### config.mk
export PLATFORM = sky130hd
export DESIGN_NAME = fbba_ctrl
export DESIGN_NICKNAME = d
export VERILOG_FILES = /design/src/hw/rtl/fbba_pkg.sv /design/src/hw/rtl/fbba_ctrl.sv
export SDC_FILE = /design/constraint.sdc
export NUM_CORES = 1
export LEC_CHECK = 0
export ABC_AREA = 1
export BUFFER_PORTS_ARGS = -buffer_cell sky130_fd_sc_hd__buf_4
export CAP_MARGIN = 15
export CORE_MARGIN = 1
export CORE_UTILIZATION = 42
export CTS_BUF_LIST = sky130_fd_sc_hd__clkbuf_16
export CTS_CLUSTER_SIZE = 40
export DETAILED_ROUTE_END_ITERATION = 6
export PLACE_DENSITY = 0.75
export SYNTH_ARGS = -nofsm -noshare
export SYNTH_HDL_FRONTEND = slang
export SYNTH_SLANG_ARGS = --single-unit
### constraint.sdc
create_clock -name clk -period 1.22 [get_ports clk]
set_input_delay 0 -clock clk [delete_from_list [all_inputs] [get_ports clk]]
set_output_delay 0 -clock clk [all_outputs]
set_load 0.01 [all_outputs]
### src/hw/rtl/fbba_pkg.sv
`timescale 1ns / 1ps
`default_nettype none
package fbba_pkg;

	typedef enum logic [2:0] {
		OP_MARK_USED  = 3'd0,
		OP_MARK_FREE  = 3'd1,
		OP_FIRST_FREE = 3'd2,
		OP_COUNT_RUN  = 3'd3,
		OP_FIND_RUN   = 3'd4
	} op_t;

	typedef enum logic [1:0] {
		VAL_ZERO,
		VAL_POS,
		VAL_RUN,
		VAL_START
	} val_sel_t;

	typedef enum logic [3:0] {
		S_START,
		S_INIT,
		S_IDLE,
		S_DISP,
		S_MWR,
		S_FF,
		S_RUN,
		S_RUNEND,
		S_EMIT
	} state_t;

	typedef struct packed {
		logic     init_start;
		logic     init_step;
		logic     capture;
		logic     p_zero;
		logic     p_inc;
		logic     r_inc;
		logic     set_start;
		logic     rd;
		logic     mark_wr;
		logic     set_res;
		logic     res_found;
		val_sel_t res_sel;
		logic     emit;
	} ctl_cmd_t;

	typedef struct packed {
		op_t  op;
		logic cnt_zero;
		logic want_bad;
		logic need_zero;
		logic in_range;
		logic hit;
		logic bit_free;
		logic boundary;
		logic r1_ge;
		logic r_ge;
		logic sweep_last;
		logic out_busy;
	} ctl_stat_t;

	localparam logic [15:0] TOTAL_RESET = 16'hffff;
	localparam logic [2:0]  REG_TOTAL   = 3'd0;

endpackage
`default_nettype wire

### src/hw/rtl/fbba_ctrl.sv
`timescale 1ns / 1ps
`default_nettype none
module fbba_ctrl (
	input  wire logic              clk,
	input  wire logic              arst_n,
	input  wire logic              in_valid,
	input  wire logic              cfg_wr,
	input  fbba_pkg::ctl_stat_t    stat,
	output fbba_pkg::ctl_cmd_t     cmd,
	output logic                   in_stall
);

	fbba_pkg::state_t state_q, state_d;

	always_ff @(posedge clk or negedge arst_n) begin
		if (!arst_n) begin
			state_q <= fbba_pkg::S_START;
		end else begin
			state_q <= state_d;
		end
	end

	assign in_stall = (state_q != fbba_pkg::S_IDLE) || cfg_wr;

	always_comb begin
		cmd     = '0;
		cmd.res_sel = fbba_pkg::VAL_ZERO;
		state_d = state_q;
		unique case (state_q)
			fbba_pkg::S_START: begin
				cmd.init_start = 1'b1;
				state_d = fbba_pkg::S_INIT;
			end
			fbba_pkg::S_INIT: begin
				cmd.init_step = 1'b1;
				if (stat.sweep_last) state_d = fbba_pkg::S_IDLE;
			end
			fbba_pkg::S_IDLE: begin
				if (in_valid && !cfg_wr) begin
					cmd.capture = 1'b1;
					state_d = fbba_pkg::S_DISP;
				end
			end
			fbba_pkg::S_DISP: begin
				state_d = fbba_pkg::S_EMIT;
				cmd.set_res = 1'b1;
				case (stat.op)
					fbba_pkg::OP_MARK_USED, fbba_pkg::OP_MARK_FREE: begin
						if (stat.in_range) begin
							cmd.set_res = 1'b0;
							cmd.rd = 1'b1;
							state_d = fbba_pkg::S_MWR;
						end
					end
					fbba_pkg::OP_FIRST_FREE: begin
						if (stat.in_range && !stat.cnt_zero) begin
							cmd.set_res = 1'b0;
							state_d = fbba_pkg::S_FF;
						end
					end
					fbba_pkg::OP_COUNT_RUN: begin
						if (stat.in_range && !stat.cnt_zero) begin
							cmd.set_res = 1'b0;
							state_d = fbba_pkg::S_RUN;
						end
					end
					fbba_pkg::OP_FIND_RUN: begin
						if (!stat.want_bad) begin
							cmd.set_res = 1'b0;
							cmd.p_zero = 1'b1;
							state_d = fbba_pkg::S_FF;
						end
					end
					default: ;
				endcase
			end
			fbba_pkg::S_MWR: begin
				cmd.mark_wr   = 1'b1;
				cmd.set_res   = 1'b1;
				cmd.res_found = 1'b1;
				state_d = fbba_pkg::S_EMIT;
			end
			fbba_pkg::S_FF: begin
				if (!stat.in_range) begin
					cmd.set_res = 1'b1;
					state_d = fbba_pkg::S_EMIT;
				end else if (!stat.hit) begin
					cmd.rd = 1'b1;
				end else if (stat.bit_free) begin
					if (stat.op == fbba_pkg::OP_FIND_RUN && !stat.need_zero) begin
						cmd.set_start = 1'b1;
						cmd.p_inc = 1'b1;
						state_d = fbba_pkg::S_RUN;
					end else begin
						cmd.set_res   = 1'b1;
						cmd.res_found = 1'b1;
						cmd.res_sel   = fbba_pkg::VAL_POS;
						state_d = fbba_pkg::S_EMIT;
					end
				end else begin
					cmd.p_inc = 1'b1;
				end
			end
			fbba_pkg::S_RUN: begin
				if (stat.in_range && !stat.hit) begin
					cmd.rd = 1'b1;
				end else if (stat.in_range && stat.bit_free) begin
					cmd.r_inc = 1'b1;
					if (stat.boundary && stat.r1_ge) state_d = fbba_pkg::S_RUNEND;
					else cmd.p_inc = 1'b1;
				end else begin
					state_d = fbba_pkg::S_RUNEND;
				end
			end
			fbba_pkg::S_RUNEND: begin
				if (stat.op == fbba_pkg::OP_COUNT_RUN) begin
					cmd.set_res   = 1'b1;
					cmd.res_found = 1'b1;
					cmd.res_sel   = fbba_pkg::VAL_RUN;
					state_d = fbba_pkg::S_EMIT;
				end else if (stat.r_ge) begin
					cmd.set_res   = 1'b1;
					cmd.res_found = 1'b1;
					cmd.res_sel   = fbba_pkg::VAL_START;
					state_d = fbba_pkg::S_EMIT;
				end else begin
					state_d = fbba_pkg::S_FF;
				end
			end
			fbba_pkg::S_EMIT: begin
				if (!stat.out_busy) begin
					cmd.emit = 1'b1;
					state_d = fbba_pkg::S_IDLE;
				end
			end
			default: state_d = fbba_pkg::S_START;
		endcase
		if (cfg_wr) begin
			cmd     = '0;
			cmd.res_sel = fbba_pkg::VAL_ZERO;
			state_d = fbba_pkg::S_START;
		end
	end

endmodule
`default_nettype wire

==> key figures <==
Timing
  • Layout Skew: about 0.0057 ns
  • Final Cycle Share: 133.5%
  • Normalized max-slew margin: between 70 and 80%
  • Hold Fails Final Rpt: 0
  • Hold WS: between 0.1 and 0.15 ns
  • RSZ-0062 raised after global routing: yes
  • # setup viols final: 19
  • Achievable Freq: 0.6142 GHz
  • Slew Viols, Final: 0
  • Final WS setup: -0.4082 ns
  • Fin crit period: ~1.6 ns
  • Slew at the pin closest to its max-slew limit: 0.3019 ns

Placed design
  • Post-place instance area: 1017 um^2
  • Pre-CTS setup slack: -0.1475 ns
  • RePlAce Congestion: 0.8710
  • Count of input and output buffers: 32
  • Dpl hpwl: 1720 um

Synth
  • Mean Syn Cell Area: about 5.4 um^2
  • Sequential cell area fraction in the yosys report: 13.47%
  • Yosys Warn Count: 0
  • Synth top area share: between 10% and 20%
  • Syn Inst Count: 138
  • Mapped cell area: about 740 um^2
  • Largest area contributor in the netlist: nand2_1
  • Mapped Nets: 156
  • Synth area leaders: nand2_1 18%, dfrtp_1 13%, nor2_1 12%
  • Yosys reg bits: 4
  • Synth unique cells: 23

CTS
  • Clock transition at path regs: approximately 0.03 ns
  • Clock Root Buffer: clkbuf_16
  • H-tree levels: 1
  • TritonCTS clock tree: yes
  • Clk Latency, worst-skew pair: around 0.23 ns
  • CTS Sinks: 4
  • Clk buf depth: 2
  • CTS buffer count: 3

Floorplan
  • Die X: 44.07 um
  • Die area: 1942 um^2
  • Initial Utilization: 47.14%
  • DIE HEIGHT: 44.07 um
  • Core Area: roughly 1600 um^2
  • Cell row count: 14
  • Ports: 33

Drt
  • Via count: 1236
  • DR vias/cell: about 5.9
  • DRT iter0 DRCs: between 60 and 70
  • Final ANT Viol Nets: 0
  • Drt total wl: ~3400 um
  • Drt wl/cell: approximately 16 um
  • Drt pass-1 iters: 6
  • DRC: 2

GRT
  • Largest net degree at the start of global routing: 18
  • Grt total ovfl: 0
  • Gr usage total: a little over a quarter
  • First-pass GRT wire length: 3919 um
  • Antenna violations before repair: 0
  • Number of global-route vias before repair: 930

Worst setup path
  • Critical Setup Path Class: reg -> out
  • Startpoint types: register
  • Critical Path End Type: output port
  • Req. time, crit path: 1.22 ns
  • Critical path arrival: between 1.5 and 2 ns
  • CP Max Fanout: 5
  • FF-to-FF path depth: 9

Job
  • MaxCap Viol Count: 0

Status
  • Failing checks: design-rule violations, negative setup slack
  • Outcome: complete, but fails checks

Finish
  • Area grow syn2layout: 81.65%
  • Reg with most FFs: state_q
  • Fill cell count: 99
  • Final core occ: a little under nine tenths
  • Share of cells above drive strength 1: 48.72%
  • Max reg flops: 4
  • Final Cell Area: 1350 um^2
  • Top flop regs: state_q: 4 flops
  • Final net count: 215
  • Diode count: 0

Power and ir drop
  • VDD IR max: between 0.9 and 1 mV
  • Power density cells: 1401 nW/um^2
  • Leak: 0.7169 nW

Worst hold path
  • Kind of path behind the tightest hold check: in -> async
[power by group]
part	leakage, nW	switching [mW]	internal (mW)	total (mW)
combinational	0.631	0.615	0.491	1.11
clock	0.0370	0.107	0.420	0.527
sequential	0.0494	0.0808	0.178	0.259
total	0.717	0.802	1.09	1.89
[logic make-up after synthesis]
family	after synthesis	synth area share (%)
AOI/OAI and AO/OA	13	9.766
DFF	4	13.47
buffers and inverters	24	14.82
and+or+nand+nor	97	61.95
[stage by stage]
stage               TNS [ns]  power (mW)  cells
CTS                   -2.920       1.580    201
global placement     -0.5269      0.9120    189
detailed placement   -0.6911      0.9237    189
floorplan                  0      0.6599    138
global route          -5.944       1.958    211
finish                -5.140       1.891    211
[path summary, 6_finish.rpt]
path | slack [ns] | start | end
max reg2reg | -0.35 | state_q[3] | state_q[1]
min | 0.11 | arst_n | state_q[3]
max in group asynchronous | 0.98 | arst_n | state_q[2]
min in group clk | 0.11 | stat[0] | state_q[3]
max | -0.41 | state_q[3] | cmd[3]
min reg2reg | 0.61 | state_q[1] | state_q[1]
[cell usage in the layout (no fill, tap or decap), types with 4 or more instances in the layout]
master   Yosys  routed
inv_2        2       4
nor2_4       2       5
nor2_2       3       5
nand3_2      2       4
buf_4        0      49
nand3_1     17      15
nor2_1      23      18
a21oi_1      6       5
nand2_2      3       6
nand2_1     36      31
inv_1       19      17
buf_6        0       7
[cells in the mapped netlist, drive strengths merged]
library cell / n
nand4: 3
nand2: 40
nand3: 19
nor4: 1
clkbuf: 3
inv: 21
a21oi: 6
a31oi: 1
o21bai: 1
dfrtp: 4
nand3b: 3
nor2: 28
o21ai: 5
nor3: 3
[final cells by class]
cell class / count / area, um^2 / share of cell area [%]
tap: 16 / 20.02 / 1.483
inverter: 21 / 78.83 / 5.839
clock buffer: 3 / 75.07 / 5.561
multi-input combinational: 110 / 615.6 / 45.60
timing repair buffer: 57 / 456.7 / 33.83
sequential: 4 / 103.9 / 7.692
[worst max-delay path, stage by stage (launching register included)]
cell and delay (ns):
dfrtp_1 0.41, inv_2 0.12, nand2_4 0.09, nor2_4 0.16
nand2_1 0.07, inv_1 0.07, nand4_1 0.14, a31oi_1 0.20
buf_4 0.15
[layer usage]
metal | wire length [um] | track usage (%) | vias up
met2 | 1653 | 50.29 | 102
li1 | - | - | 556
met4 | 145 | 6.061 | 0
met5 | 0 | 0 | -
met3 | 282 | 4.082 | 27
met1 | 1290 | 32.16 | 551
[what timing repair did]
| item | 4_1_cts | 5_1_grt |
|---|---|---|
| setup endpoints to repair | 19 | 19 |
| gates cloned | 0 | 0 |
| resized for setup | 14 | 21 |
| endpoints found under the hold margin | 4 | 0 |
| hold buffers | 1 | 0 |
| setup buffers | 8 | 11 |
| pin swaps | 7 | 9 |
Note: power is estimated with default switching activity, not from simulation.
